===== src/rtl/ksl_pkg.sv =====
// ----------------------------------------------------------------------------
// Keyed slot table package
// Shared types and constants for the keyed slot table and its slot cells.
// ----------------------------------------------------------------------------
`timescale 1ns / 1ps

package ksl_pkg;

  localparam int SLOT_COUNT_DEF   = 16;
  localparam int HEADER_BYTES_DEF = 8;
  localparam int ID_W             = 15;
  localparam int HDR_W_MAX        = 64;

  typedef enum logic [1:0] {
    MODE_INSERT = 2'd0,
    MODE_REMOVE = 2'd1,
    MODE_FIND   = 2'd2,
    MODE_GET    = 2'd3
  } mode_t;

  typedef enum logic [1:0] {
    ST_DONE     = 2'd0,
    ST_NO_MATCH = 2'd1,
    ST_FULL     = 2'd2
  } status_t;

  typedef struct packed {
    logic                 valid;
    logic                 done;
    mode_t                mode;
    logic [ID_W-1:0]      item_id;
    logic [HDR_W_MAX-1:0] header_word;
    logic                 found;
    logic [ID_W-1:0]      id_out;
    logic [HDR_W_MAX-1:0] header_out;
    status_t              status;
  } beat_t;

endpackage


===== src/rtl/ksl_if.sv =====
// ----------------------------------------------------------------------------
// Keyed slot table channels
// Request and response channels with valid/ready handshakes.
// ----------------------------------------------------------------------------
`timescale 1ns / 1ps

interface ksl_req_if import ksl_pkg::*; ();
  logic                 valid;
  logic                 ready;
  logic [1:0]           mode;
  logic [ID_W-1:0]      item_id;
  logic [HDR_W_MAX-1:0] header_word;

  modport source (output valid, output mode, output item_id, output header_word,
                  input ready);
  modport sink (input valid, input mode, input item_id, input header_word,
                output ready);
endinterface

interface ksl_rsp_if import ksl_pkg::*; ();
  logic                 valid;
  logic                 ready;
  logic                 found;
  logic [ID_W-1:0]      id_out;
  logic [HDR_W_MAX-1:0] header_out;
  logic [1:0]           status;

  modport source (output valid, output found, output id_out, output header_out,
                  output status, input ready);
  modport sink (input valid, input found, input id_out, input header_out,
                input status, output ready);
endinterface


===== src/rtl/ksl_cell.sv =====
// ----------------------------------------------------------------------------
// Keyed slot table cell
// Holds one slot and registers the beat passing through it toward the next
// cell, applying the beat's operation if no earlier cell has taken it.
// ----------------------------------------------------------------------------
`timescale 1ns / 1ps

module ksl_cell import ksl_pkg::*; #(
  parameter int HDR_W = HDR_W_MAX
) (
  input  logic  clk,
  input  logic  rst,
  input  logic  advance,
  input  beat_t beat_in,
  output beat_t beat_out
);

  logic             used;
  logic [ID_W-1:0]  sid;
  logic [HDR_W-1:0] shdr;

  logic  used_next;
  logic  slot_write;
  beat_t beat_next;
  logic  id_hit;
  logic  hdr_hit;
  logic  live;

  assign live    = beat_in.valid && !beat_in.done;
  assign id_hit  = used && (sid == beat_in.item_id);
  assign hdr_hit = used && (shdr == beat_in.header_word[HDR_W-1:0]);

  always_comb begin
    beat_next  = beat_in;
    used_next  = used;
    slot_write = 1'b0;
    if (live) begin
      case (beat_in.mode)
        MODE_INSERT: begin
          if (!used) begin
            used_next        = 1'b1;
            slot_write       = 1'b1;
            beat_next.done   = 1'b1;
            beat_next.status = ST_DONE;
          end
        end
        MODE_REMOVE: begin
          if (id_hit) begin
            used_next        = 1'b0;
            beat_next.done   = 1'b1;
            beat_next.found  = 1'b1;
            beat_next.status = ST_DONE;
          end
        end
        MODE_FIND: begin
          if (hdr_hit) begin
            beat_next.done   = 1'b1;
            beat_next.found  = 1'b1;
            beat_next.id_out = sid;
            beat_next.status = ST_DONE;
          end
        end
        MODE_GET: begin
          if (id_hit) begin
            beat_next.done       = 1'b1;
            beat_next.found      = 1'b1;
            beat_next.header_out = HDR_W_MAX'(shdr);
            beat_next.status     = ST_DONE;
          end
        end
        default: begin
          beat_next = beat_in;
        end
      endcase
    end
  end

  always_ff @(posedge clk) begin
    if (rst) begin
      used           <= 1'b0;
      beat_out.valid <= 1'b0;
    end else if (advance) begin
      used     <= used_next;
      beat_out <= beat_next;
      if (slot_write) begin
        sid  <= beat_in.item_id;
        shdr <= beat_in.header_word[HDR_W-1:0];
      end
    end
  end

endmodule


===== src/rtl/keyed_slot_table.sv =====
// ----------------------------------------------------------------------------
// Keyed slot table
// Throughput: one request per cycle while the response is not stalled; each beat steps one slot cell per cycle.
// A stalled response holds the whole row of cells in place.
// Reset marks every slot free; stored ids and headers are not cleared.
// ----------------------------------------------------------------------------
`timescale 1ns / 1ps

module keyed_slot_table import ksl_pkg::*; #(
  parameter int SLOT_COUNT   = SLOT_COUNT_DEF,
  parameter int HEADER_BYTES = HEADER_BYTES_DEF
) (
  input  logic      clk,
  input  logic      rst,
  ksl_req_if.sink   req,
  ksl_rsp_if.source rsp
);

  localparam int HDR_W = HEADER_BYTES * 8;
  localparam logic [HDR_W_MAX-1:0] HDR_MASK = {HDR_W_MAX{1'b1}} >> (HDR_W_MAX - HDR_W);

  beat_t chain [SLOT_COUNT+1];
  beat_t head;
  beat_t last_beat;
  logic  advance;

  assign last_beat = chain[SLOT_COUNT];
  assign advance   = !last_beat.valid || rsp.ready;
  assign req.ready = advance;

  always_comb begin
    head.valid       = req.valid;
    head.done        = 1'b0;
    head.mode        = mode_t'(req.mode);
    head.item_id     = req.item_id;
    head.header_word = req.header_word & HDR_MASK;
    head.found       = 1'b0;
    head.id_out      = '0;
    head.header_out  = '0;
    head.status      = (mode_t'(req.mode) == MODE_INSERT) ? ST_FULL : ST_NO_MATCH;
  end

  assign chain[0] = head;

  for (genvar i = 0; i < SLOT_COUNT; i++) begin : g_cell
    ksl_cell #(
      .HDR_W (HDR_W)
    ) u_cell (
      .clk      (clk),
      .rst      (rst),
      .advance  (advance),
      .beat_in  (chain[i]),
      .beat_out (chain[i+1])
    );
  end

  assign rsp.valid      = last_beat.valid;
  assign rsp.found      = last_beat.found;
  assign rsp.id_out     = last_beat.id_out;
  assign rsp.header_out = last_beat.header_out;
  assign rsp.status     = last_beat.status;

  a_reset_empty: assert property (@(posedge clk) rst |=> !rsp.valid)
    else $error("Response beat present right after reset.");

  a_found_done: assert property (@(posedge clk) disable iff (rst)
    rsp.valid && rsp.found |-> rsp.status == ST_DONE)
    else $error("Matched beat without done status.");

  a_full_insert: assert property (@(posedge clk) disable iff (rst)
    rsp.valid && rsp.status == ST_FULL |-> !rsp.found && last_beat.mode == MODE_INSERT)
    else $error("Full status on a beat that is not an unplaced insert.");

  a_id_needs_find: assert property (@(posedge clk) disable iff (rst)
    rsp.valid && rsp.id_out != '0 |-> rsp.found && last_beat.mode == MODE_FIND)
    else $error("Id returned without a header match.");

  a_hdr_needs_get: assert property (@(posedge clk) disable iff (rst)
    rsp.valid && rsp.header_out != '0 |-> rsp.found && last_beat.mode == MODE_GET)
    else $error("Header returned without an id match.");

endmodule

===== src/flat_wrapper.sv =====
// flat-port wrapper written by rule: the top's interface ports become plain ports
module keyed_slot_table_flat import ksl_pkg::*;
#(
  parameter int SLOT_COUNT   = SLOT_COUNT_DEF,
  parameter int HEADER_BYTES = HEADER_BYTES_DEF
)
  (clk, rst, req_valid, req_mode, req_item_id, req_header_word, req_ready, rsp_valid, rsp_found, rsp_id_out, rsp_header_out, rsp_status, rsp_ready);
  ksl_req_if req_i ();
  ksl_rsp_if rsp_i ();
  input  logic clk;
  input  logic rst;
  input wire logic [$bits(req_i.valid)-1:0] req_valid;
  input wire logic [$bits(req_i.mode)-1:0] req_mode;
  input wire logic [$bits(req_i.item_id)-1:0] req_item_id;
  input wire logic [$bits(req_i.header_word)-1:0] req_header_word;
  output wire logic [$bits(req_i.ready)-1:0] req_ready;
  output wire logic [$bits(rsp_i.valid)-1:0] rsp_valid;
  output wire logic [$bits(rsp_i.found)-1:0] rsp_found;
  output wire logic [$bits(rsp_i.id_out)-1:0] rsp_id_out;
  output wire logic [$bits(rsp_i.header_out)-1:0] rsp_header_out;
  output wire logic [$bits(rsp_i.status)-1:0] rsp_status;
  input wire logic [$bits(rsp_i.ready)-1:0] rsp_ready;
  assign req_i.valid = req_valid;
  assign req_i.mode = req_mode;
  assign req_i.item_id = req_item_id;
  assign req_i.header_word = req_header_word;
  assign req_ready = req_i.ready;
  assign rsp_valid = rsp_i.valid;
  assign rsp_found = rsp_i.found;
  assign rsp_id_out = rsp_i.id_out;
  assign rsp_header_out = rsp_i.header_out;
  assign rsp_status = rsp_i.status;
  assign rsp_i.ready = rsp_ready;
  keyed_slot_table #(.SLOT_COUNT(SLOT_COUNT), .HEADER_BYTES(HEADER_BYTES)) u_core (.clk(clk), .rst(rst), .req(req_i), .rsp(rsp_i));
endmodule

===== config.mk =====
export PLATFORM = sky130hd
export DESIGN_NAME = keyed_slot_table_flat
export DESIGN_NICKNAME = d
export VERILOG_FILES = /design/src/rtl/ksl_pkg.sv /design/src/rtl/ksl_if.sv /design/src/rtl/ksl_cell.sv /design/src/rtl/keyed_slot_table.sv /design/src/flat_wrapper.sv
export SDC_FILE = /design/constraint.sdc
export NUM_CORES = 2
export LEC_CHECK = 0
export BUFFER_PORTS_ARGS = -buffer_cell sky130_fd_sc_hd__buf_2
export CORE_AREA = 2 2 945 571
export CTS_CLUSTER_DIAMETER = 30
export DETAILED_ROUTE_END_ITERATION = 6
export DIE_AREA = 0 0 947 573
export GPL_ROUTABILITY_DRIVEN = 0
export HOLD_SLACK_MARGIN = 0.03
export SYNTH_ARGS = -nofsm -noshare
export SYNTH_HDL_FRONTEND = slang
export SYNTH_SLANG_ARGS = --single-unit
export TNS_END_PERCENT = 10

===== constraint.sdc =====
create_clock -name clk -period 81.9 [get_ports clk]
set_input_delay 8.19 -clock clk [delete_from_list [all_inputs] [get_ports clk]]
set_output_delay 8.19 -clock clk [all_outputs]
set_load 0.005 [all_outputs]

==> metrics.md <==
| Metric | Value |
|---|---|
| Die ar. | 542600 µm² |
| Post-synth ARST share | 0 |
| CP arrival | 9.08 ns |
| CTS resizes | 0 |
| Clock transition at path regs | 0.05 ns |
| Min cycle time layout | 17.27 ns |
| Hold Buf Count CTS | 0 |
| Global-route wire length before repair | 544500 µm |
| Vias | 75.19k |
| CP Capture Type | output pin |
| Synth Instances | 8006 |
| Pre-CTS setup slack | 64.57 ns |
| Top FF cell, synth | edfxtp_1 |
| CP Class | in -> out |
| Area contributors post-synth | edfxtp_1, mux2_2, xnor2_1, xor2_1, nand4_1 |
| Post-synthesis sequential area ratio | 0.7710 |
| WL final | 389600 µm |
| Flops & latches, synth | 3838 |
| Core area | 533300 µm² |
| HPWL after DPL | 284500 µm |
| Row cnt | 208 |
| Crit-path max FO | 5 |
| TritonCTS clock tree | built |
| DRT Pass-1 Iters | 7 |
| Die W | 947 µm |
| CTS Buf Count | 540 |
| Root Buffer | clkbuf_16 |
| Final Hold Slack | 0.4529 ns |
| Wire per inst | 24.09 µm |
| HP Class | reg -> reg |
| Placed insts | 15.19k |
| Startpoint Class | input port |
| Mapped cell area | 149100 µm² |
| Io pins | 169 |
| Port Buffers | 168 |
| DIE HEIGHT | 573 µm |
| Clock Sinks | 3838 |
| Nets | 8675 |
| Initial Utilization | 0.2796 |
| H-tree depth | 6 |
| Via density | 4.650 |
| Grt total ovfl | 0 |
| Largest net degree at the start of global routing | 172 |
| Postcts setup bufs | 0 |
| Cell Count, Final, Fillers Out | 16.17k |
| Max Freq | 57.90 MHz |
| Mapped Nets | 8091 |
| Fin Setup TNS | 0 ns |
| Worst-margin pin slew | 1.440 ns |
| Leak pwr | 57.50 nW |
| Worst Setup Slack, final | 64.63 ns |
| Yosys cell types | 68 |
| Gr usage total | 0.1377 |
| Outcome | finished, final reports clean |
| Max cap viols | 0 |
| Cell Pwr Density | 27.13 nW/µm² |
| Worst skew pair latency | 1.11 ns |
| Largest area contributor in the netlist | edfxtp_1 |
| Vias in the first global route | 72.86k |
| Post-synth EDFFs | 3806 |
| Drt drc | 0 |
| Storage element area | 114900 µm² |
| Fin. max-slew vios | 0 |
| Setup-failing EPs final | 0 |
| Peak supply drop | 20.89 µV |
| Fin. Hold Viols | 0 |
| FILL cells | 50.54k |
| Synthesized area per cell | 18.62 µm² |
| Fin crit share | 0.2109 |
| RSZ-0062 raised after global routing | no |
| Share of the synthesized area in the top cell type | 0.7667 |
| Initial antenna violation count | 56 |
| Maximum buffer depth of the clock tree | 4 |
| Worst slew margin | 0.03334 |
| Share of layout cells above drive strength 1 | 0.2571 |
| Yosys warns | 0 |
| Area growth, synth to finish | 18.60% |
| Worst Path Required | 73.71 ns |
| Clk_skew | 0.1608 ns |
| DRT iter0 DRCs | 10.99k |
| Final ANT Viol Nets | 0 |
| Footprint of the multi-input gates | 32260 µm² |
==> cells by family after synthesis <==
group / after synthesis / synth area share
flip-flops: 3838 / 0.7710
AND/OR/NAND/NOR: 1299 / 0.05332
multiplexers: 1169 / 0.08851
XOR/XNOR: 980 / 0.05758
buffers and inverters: 403 / 0.01379
AO/OA/AOI/OAI: 317 / 0.01582
==> metal layers <==
| metal | wire (µm) | share of wire | global-route usage |
|---|---|---|---|
| met5 | 32 | 0.000082 | 0 |
| met4 | 6013 | 0.015 | 0.02452 |
| met3 | 45550 | 0.12 | 0.04359 |
| met2 | 149200 | 0.38 | 0.1757 |
| met1 | 188800 | 0.48 | 0.2237 |
==> cell usage after synthesis (7+ instances only) <==
library cell  count
nor2b_1         124
a211o_1          13
o21ai_0          46
xnor2_1         682
o221ai_1         15
o2bb2ai_1         7
a21oi_1          46
xor2_1          298
mux2_2         1126
mux2_1           35
edfxtp_1       3806
buf_2            37
or3_1            22
a2111oi_0         9
mux2_4            8
buf_6            23
nand4_1         287
o2111ai_1        42
a211oi_1          9
a21boi_0         23
buf_4            86
inv_1           186
nand3_1          49
and2_1           80
nor3_1           63
and3_1           10
nor2_1           34
and4_1           12
nand2_1         106
a2111o_1         27
clkbuf_1         67
dfxtp_1          32
o22ai_1          33
nor4_4           11
nand2b_1        269
nor4_1          200
==> registers in the layout, indices dropped and copies added, names as in the netlist <==
name	cells
u_core.g_cell.u_cell.beat_out	2558
u_core.g_cell.u_cell.shdr	1024
u_core.g_cell.u_cell.sid	240
u_core.g_cell.u_cell.used	16
==> final timing paths <==
path / slack, ns / cells past startpoint / start / to
setup / recovery: 64.63 / 5 / rsp_ready / req_ready
hold / removal: 0.45 / 0 / u_core.g_cell[4].u_cell.beat_out[100] / u_core.g_cell[5].u_cell.shdr[18]
setup reg to reg: 74.80 / 11 / u_core.g_cell[15].u_cell.beat_out[164] / u_core.g_cell[14].u_cell.beat_out[39]
hold reg to reg: 0.45 / 0 / u_core.g_cell[4].u_cell.beat_out[100] / u_core.g_cell[5].u_cell.shdr[18]
==> final cells by class <==
| class | count | share of cell area |
|---|---|---|
| diodes | 3 | 0.00004246 |
| well taps | 7140 | 0.05053 |
| flip-flops and latches | 3838 | 0.6501 |
| clock buffers | 611 | 0.07986 |
| clock inverters | 368 | 0.02420 |
| multi-input cells | 3765 | 0.1825 |
| repair buffers | 259 | 0.008832 |
| inverters | 186 | 0.003991 |
==> per-stage QoR <==
stage | util | instance area (µm²) | total power, mW
finish | 0.3316 | 176800 | 4.796
global route | 0.3315 | 176800 | 4.936
CTS | 0.3315 | 176800 | 4.835
detailed placement | 0.2970 | 158400 | 2.486
global placement | 0.2970 | 158400 | 2.485
floorplan | - | 149100 | 2.534
==> power breakdown <==
group          leakage [nW]  switching (mW)  internal [mW]  total [mW]
Combinational          12.1          0.0839         0.0485       0.132
Sequential             36.6          0.0654           2.25        2.32
Clock                  8.86           0.912           1.44        2.35
Total                  57.5            1.06           3.73        4.80
==> critical path, stage by stage <==
cell	delay (ns)
buf_2	0.10
nor2b_4	0.05
inv_2	0.28
buf_4	0.29
buf_2	0.15
==> placed cells by master (no fill, tap or decap), types with 123 or more instances in the layout <==
| cell | netlist | routed |
|---|---|---|
| mux2_2 | 1126 | 1126 |
| edfxtp_1 | 3806 | 3806 |
| inv_1 | 186 | 184 |
| clkbuf_16 | 0 | 556 |
| nor4_1 | 200 | 197 |
| buf_2 | 37 | 168 |
| nand2b_1 | 269 | 268 |
| nand4_1 | 287 | 287 |
| xor2_1 | 298 | 298 |
| xnor2_1 | 682 | 682 |
| nor2b_1 | 124 | 123 |
No activity file was read; power rests on OpenSTA's default activity.
